==> src/hw/rtl/tmr_pkg.sv <==
// Shared types and constants of the tile map ray march wall slice unit.
// Holds the sine series used to fill the lookup ROM and the controller/datapath command structs.
// No dependencies.
package tmr_pkg;

    localparam int MapW = 16;
    localparam int MapH = 16;
    localparam int AngleBits = 12;
    localparam int QuarterBits = AngleBits - 2;
    localparam int QuarterSteps = 1 << QuarterBits;

    // Configuration register indices.
    localparam logic [2:0] REG_MAP0 = 3'd0;
    localparam logic [2:0] REG_MAP1 = 3'd1;
    localparam logic [2:0] REG_MAP2 = 3'd2;
    localparam logic [2:0] REG_MAP3 = 3'd3;
    localparam logic [2:0] REG_MAXD = 3'd4;
    localparam logic [2:0] REG_PPD  = 3'd5;
    localparam logic [2:0] REG_SCRH = 3'd6;

    // Trig lookup selectors: which angle is read and which register takes the value.
    localparam logic [1:0] TRIG_RAY_COS  = 2'd0;
    localparam logic [1:0] TRIG_RAY_SIN  = 2'd1;
    localparam logic [1:0] TRIG_VIEW_COS = 2'd2;

    typedef struct packed {
        logic [15:0] start_x;
        logic [15:0] start_y;
        logic [11:0] ray_angle;
        logic [11:0] view_offset;
    } t_in;

    typedef struct packed {
        logic        hit;
        logic [14:0] distance;
        logic [15:0] hit_x;
        logic [15:0] hit_y;
        logic [4:0]  tile_x;
        logic [4:0]  tile_y;
        logic [11:0] wall_top;
        logic [11:0] wall_bottom;
    } t_out;

    typedef struct packed { logic [2:0] index; logic [63:0] data; } t_cfg;

    // Commands from the controller to the datapath.
    typedef struct packed {
        logic load;      // latch request
        logic trig_rd;   // read the sine ROM
        logic [1:0] trig_sel; // angle to look up
        logic trig_wr;   // store the value read in the previous cycle
        logic [1:0] trig_dst; // register that takes it
        logic step;      // advance the ray by one step
        logic mul;       // form corrected distance
        logic div_start; // seed the divider
        logic div_step;  // one restoring division bit
        logic finish;    // form the result
    } t_cmd;

    // Status from the datapath to the controller.
    typedef struct packed {
        logic stop;     // current position ends the march
        logic d_pos;    // ray hit a wall and corrected distance is positive
    } t_sts;

    // Multiplies a series term by x twice in Q30, truncating after each product.
    function automatic longint series_power(input longint t, input longint x);
        longint p;
        p = t * x / 64'sd1073741824;
        p = p * x / 64'sd1073741824;
        return p;
    endfunction

    // Quarter-wave sine in Q1.14, used only to fill the lookup ROM.
    function automatic logic [14:0] quarter_sine(input int k);
        longint x, t, s;
        x = (longint'(k) * 64'sd1686629713) >>> QuarterBits;
        t = x;
        s = x;
        // Each term is the previous one times -x^2 over (2n)(2n+1), truncated.
        t = -(series_power(t, x) / 64'sd6);
        s += t;
        t = -(series_power(t, x) / 64'sd20);
        s += t;
        t = -(series_power(t, x) / 64'sd42);
        s += t;
        t = -(series_power(t, x) / 64'sd72);
        s += t;
        t = -(series_power(t, x) / 64'sd110);
        s += t;
        t = -(series_power(t, x) / 64'sd156);
        s += t;
        if (s < 0) s = 0;
        s = (s + 32768) >>> 16;
        if (s > 16384) s = 16384;
        return s[14:0];
    endfunction

endpackage

==> src/hw/rtl/tmr_ctrl.sv <==
// Controller state machine of the ray march unit.
// Depends on tmr_pkg for the command and status structs.
module tmr_ctrl (
    input  logic           i_clk,
    input  logic           i_rst_n,
    input  logic           i_in_valid,
    output logic           o_in_ready,
    output logic           o_out_valid,
    input  logic           i_out_ready,
    input  tmr_pkg::t_sts  i_sts,
    output tmr_pkg::t_cmd  o_cmd
);
    import tmr_pkg::*;

    typedef enum logic [3:0] {
        S_IDLE, S_TRIG_C, S_TRIG_S, S_TRIG_V, S_TRIG_W,
        S_MARCH, S_MUL, S_DIVI, S_DIV, S_FIN, S_OUT
    } t_state;

    t_state r_state, n_state;
    logic [5:0] r_cnt, n_cnt;

    assign o_in_ready  = (r_state == S_IDLE);
    assign o_out_valid = (r_state == S_OUT);

    // Next state and command decode.
    always_comb begin
        n_state = r_state;
        n_cnt = r_cnt;
        o_cmd = '0;
        case (r_state)
            S_IDLE: begin
                if (i_in_valid) begin
                    o_cmd.load = 1'b1;
                    n_state = S_TRIG_C;
                end
            end
            // Three ROM reads back to back, each stored in the following cycle.
            S_TRIG_C: begin
                o_cmd.trig_rd = 1'b1;
                o_cmd.trig_sel = TRIG_RAY_COS;
                n_state = S_TRIG_S;
            end
            S_TRIG_S: begin
                o_cmd.trig_rd = 1'b1;
                o_cmd.trig_sel = TRIG_RAY_SIN;
                o_cmd.trig_wr = 1'b1;
                o_cmd.trig_dst = TRIG_RAY_COS;
                n_state = S_TRIG_V;
            end
            S_TRIG_V: begin
                o_cmd.trig_rd = 1'b1;
                o_cmd.trig_sel = TRIG_VIEW_COS;
                o_cmd.trig_wr = 1'b1;
                o_cmd.trig_dst = TRIG_RAY_SIN;
                n_state = S_TRIG_W;
            end
            S_TRIG_W: begin
                o_cmd.trig_wr = 1'b1;
                o_cmd.trig_dst = TRIG_VIEW_COS;
                n_state = S_MARCH;
            end
            S_MARCH: begin
                if (i_sts.stop) n_state = S_MUL;
                else o_cmd.step = 1'b1;
            end
            S_MUL: begin
                o_cmd.mul = 1'b1;
                n_state = S_DIVI;
            end
            S_DIVI: begin
                o_cmd.div_start = 1'b1;
                n_cnt = 6'd0;
                n_state = i_sts.d_pos ? S_DIV : S_FIN;
            end
            S_DIV: begin
                o_cmd.div_step = 1'b1;
                n_cnt = r_cnt + 6'd1;
                if (r_cnt == 6'd35) n_state = S_FIN;
            end
            S_FIN: begin
                o_cmd.finish = 1'b1;
                n_state = S_OUT;
            end
            S_OUT: begin
                if (i_out_ready) n_state = S_IDLE;
            end
            default: n_state = S_IDLE;
        endcase
    end

    always_ff @(posedge i_clk) begin
        if (!i_rst_n) begin
            r_state <= S_IDLE;
            r_cnt <= '0;
        end else begin
            r_state <= n_state;
            r_cnt <= n_cnt;
        end
    end
endmodule

==> config.mk <==
export PLATFORM = sky130hd
export DESIGN_NAME = tmr_ctrl
export DESIGN_NICKNAME = d
export VERILOG_FILES = /design/src/hw/rtl/tmr_pkg.sv /design/src/hw/rtl/tmr_ctrl.sv
export SDC_FILE = /design/constraint.sdc
export NUM_CORES = 1
export LEC_CHECK = 0
export ABC_AREA = 1
export BUFFER_PORTS_ARGS = -buffer_cell sky130_fd_sc_hd__buf_2
export CORE_ASPECT_RATIO = 1.25
export CORE_MARGIN = 5
export CORE_UTILIZATION = 40
export CTS_CLUSTER_DIAMETER = 120
export CTS_CLUSTER_SIZE = 12
export DETAILED_ROUTE_END_ITERATION = 10
export GPL_TIMING_DRIVEN = 0
export MAX_ROUTING_LAYER = met4
export PLACE_DENSITY = 0.73
export SETUP_SLACK_MARGIN = 0.2
export SLEW_MARGIN = 20
export SYNTH_ARGS = -nofsm -noshare
export SYNTH_HDL_FRONTEND = slang
export SYNTH_SLANG_ARGS = --single-unit
==> constraint.sdc <==
create_clock -name i_clk -period 1.71 [get_ports i_clk]
set_input_delay 0.0855 -clock i_clk [delete_from_list [all_inputs] [get_ports i_clk]]
set_output_delay 0.0855 -clock i_clk [all_outputs]
set_load 0.02 [all_outputs]
==> impl_metrics.tcl <==
set metrics [dict create \
    worstSetupPathType "reg -> reg" \
    die_x_um 47.90 \
    dp_hpwl_um 1266 \
    grt_max_degree 9 \
    cts_buffers 3 \
    num_rows 17 \
    layout-drive-gt1-share 0.2941 \
    final_cell_mix "nor2_1, nand2_1, buf_2" \
    p_switching_mw 0.6958 \
    ys_warn_count 0 \
    synthAdderAreaFrac 0.01742 \
    skew_ps 3.031 \
    clk_latency_ps 270 \
    multiInputGateArea_um2 435.4 \
    hold_slack_ps 82.01 \
    slew_violations 0 \
    gp_congestion 0.8700 \
    fin_cells 155 \
    num_io_pins 20 \
    clock-root-buffer "clkbuf_4" \
    rsz0062_at_grt "no" \
    viasPerCell 4.910 \
    ir_drop_mv 0.6596 \
    max_slew_margin 0.8278 \
    initial_core_util 0.4118 \
    synth_top_area_frac 0.2787 \
    clockBufferDepth 2 \
    yosys-top-cells-area "dfxtp_1, nor2_1, nand2_1" \
    grt_pass1_wl_um 2484 \
    synth-seq-cells 10 \
    drt-wirelength-per-cell_um 9.852 \
    p_total_mw 1.394 \
    avgSynthCellArea_um2 6.356 \
    end_kind "flip-flop" \
    p_int_mw 0.6980 \
    worst-path-max-fanout 4 \
    drtAntennaViolNets 0 \
    die_y_um 57.38 \
    p_comb_frac 0.617 \
    synth_mux_area_frac 0 \
    cts_tree "built" \
    ff2ff_path_depth 10 \
    hold_class "in -> reg" \
    power_frac_clock 0.151 \
    synth_cells 113 \
    tns_ps 0 \
    worst_slew_pin_slew_ps 257.6 \
    grtUsageTotal 0.1265 \
    drt_first_iter_violations 12 \
    crit_arrival_ps 1500 \
    wl_um 1527 \
    seq_power_share 0.232 \
    final_cell_area_um2 873.3 \
    placed_area_um2 837.1 \
    nets 144 \
    synth_top_family_by_area "simple AND/OR/NAND/NOR gates" \
    max_freq_mhz 751.7 \
    clock-sinks 10 \
    hold_end "r_state[0]$_SDFFE_PN0P_" \
    antenna_found_initial 0 \
    synth_compound_area_frac 0.1185 \
    synth_top_cell_by_area "dfxtp_1" \
    synth_xor_area_frac 0 \
    portBuffers 19 \
    vias 761 \
    r2r-start "r_cnt[0]$_SDFFE_PN0P_" \
    syn_area_um2 718.2 \
    drv_cap 0 \
    crit_required_ps 1880 \
    min_from "i_rst_n" \
    post-route-drc-count 0 \
    leakage_nw 0.4447 \
    core-area_mm2 0.001744 \
    dieArea_mm2 0.002748 \
    synth-simple-area-share 0.4704 \
    grt_overflow 0 \
    min_period_over_period 0.7780 \
    syn_nets 120 \
    diodes 0 \
    p_per_area_mw_per_mm2 1596 \
    area_growth_pct 21.60 \
    ys_seq_area_frac 0.2787 \
    fin_crit_ps 1330 \
    outcome "complete, no violations" \
    hold_viol 0 \
    cts.repair.resized 0 \
    cp-start-kind "flip-flop" \
    whs_path_depth 3 \
    h-tree-depth 1 \
    clk_pin_slew_ps 60 \
    n_fill_cell 193 \
    post_cts_buffers 0 \
    dp_cells 151 \
    grt_pass1_vias 641 \
    drt_pre_antenna_iters 6 \
    cts_hold_buf 0 \
    reg2reg_to "r_state[1]$_SDFFE_PN0P_" \
    swShare 0.4992 \
    layout_commonest_cell "nor2_1" \
    regArea_um2 200.2 \
    setup_viol 0 \
    async_reset_ff_frac 0 \
    netlist-cell-type-count 20 \
    reg2reg_setup_slack_ps 380 \
    synth_edf_count 0 \
    ys.flop_type "dfxtp_1" \
]
-- stage by stage --
step,setup WS (ps),utilization
global route,247.2,0.5007
finish,379.6,0.5007
detailed placement,398.6,0.4799
CTS,369.8,0.5007
floorplan,510.5,-
global placement,432.8,0.4799
-- area by class of cell --
| class | instances | area share |
|---|---|---|
| Inverter | 19 | 0.08166 |
| Sequential cell | 10 | 0.2292 |
| Multi-Input combinational cell | 83 | 0.4986 |
| Tap cell | 19 | 0.02722 |
| Timing Repair Buffer | 19 | 0.1089 |
| Clock buffer | 4 | 0.04155 |
| Buffer | 1 | 0.01289 |
-- power by group through the flow --
stage | Sequential, mW | Combinational [mW] | Clock [mW]
after global placement | 0.325 | 0.856 | 0
final | 0.323 | 0.860 | 0.211
after CTS | 0.322 | 0.870 | 0.220
after detailed placement | 0.327 | 0.868 | 0
after global routing | 0.330 | 0.958 | 0.232
after floorplan | 0.320 | 0.679 | 0
-- Yosys cell counts (3+ instances only) --
library cell / n
a21oi_1: 10
dfxtp_1: 10
inv_1: 15
inv_2: 4
nand2_1: 22
nand2_2: 3
nand3_1: 5
nand3b_1: 3
nor2_1: 24
nor2_4: 3
-- sequential cells by signal, summed over array words and instances, names as in the netlist --
register and flops:
r_state 4, r_cnt 6
-- worst max-delay path, cell delays in order, from the launching register on --
cell	delay, ps
dfxtp_1	380
ha_1	240
nand2_1	70
inv_1	50
nand3_1	100
nand2_4	100
nand2_4	60
nor2_4	90
nand2_1	60
nand2_1	60
nor2_1	30
-- worst max-delay path by stage --
stage                                 start                       to  slack (ps)  cells past startpoint
floorplan           r_state[1]$_SDFFE_PN0P_  r_state[0]$_SDFFE_PN0P_         510                      7
global placement      r_cnt[0]$_SDFFE_PN0P_  r_state[1]$_SDFFE_PN0P_         430                     10
detailed placement    r_cnt[0]$_SDFFE_PN0P_  r_state[1]$_SDFFE_PN0P_         400                     10
CTS                 r_state[2]$_SDFFE_PN0P_                 o_cmd[1]         370                      4
global route          r_cnt[0]$_SDFFE_PN0P_  r_state[1]$_SDFFE_PN0P_         250                     10
finish                r_cnt[0]$_SDFFE_PN0P_  r_state[1]$_SDFFE_PN0P_         380                     10
-- kinds of logic after synthesis --
kind of cell / Yosys count
buffers and inverters: 20
and+or+nand+nor: 67
adders and majority gates: 1
AOI/OAI and AO/OA: 15
DFF: 10
-- metal layers --
| layer | share of wire | track usage | up-vias |
|---|---|---|---|
| met2 | 0.46 | 0.2004 | 29 |
| met5 | 0 | - | - |
| met1 | 0.42 | 0.1415 | 329 |
| li1 | - | - | 396 |
| met3 | 0.090 | 0.02524 | 7 |
| met4 | 0.029 | 0.06923 | 0 |
(Power assumes the default switching activity.)
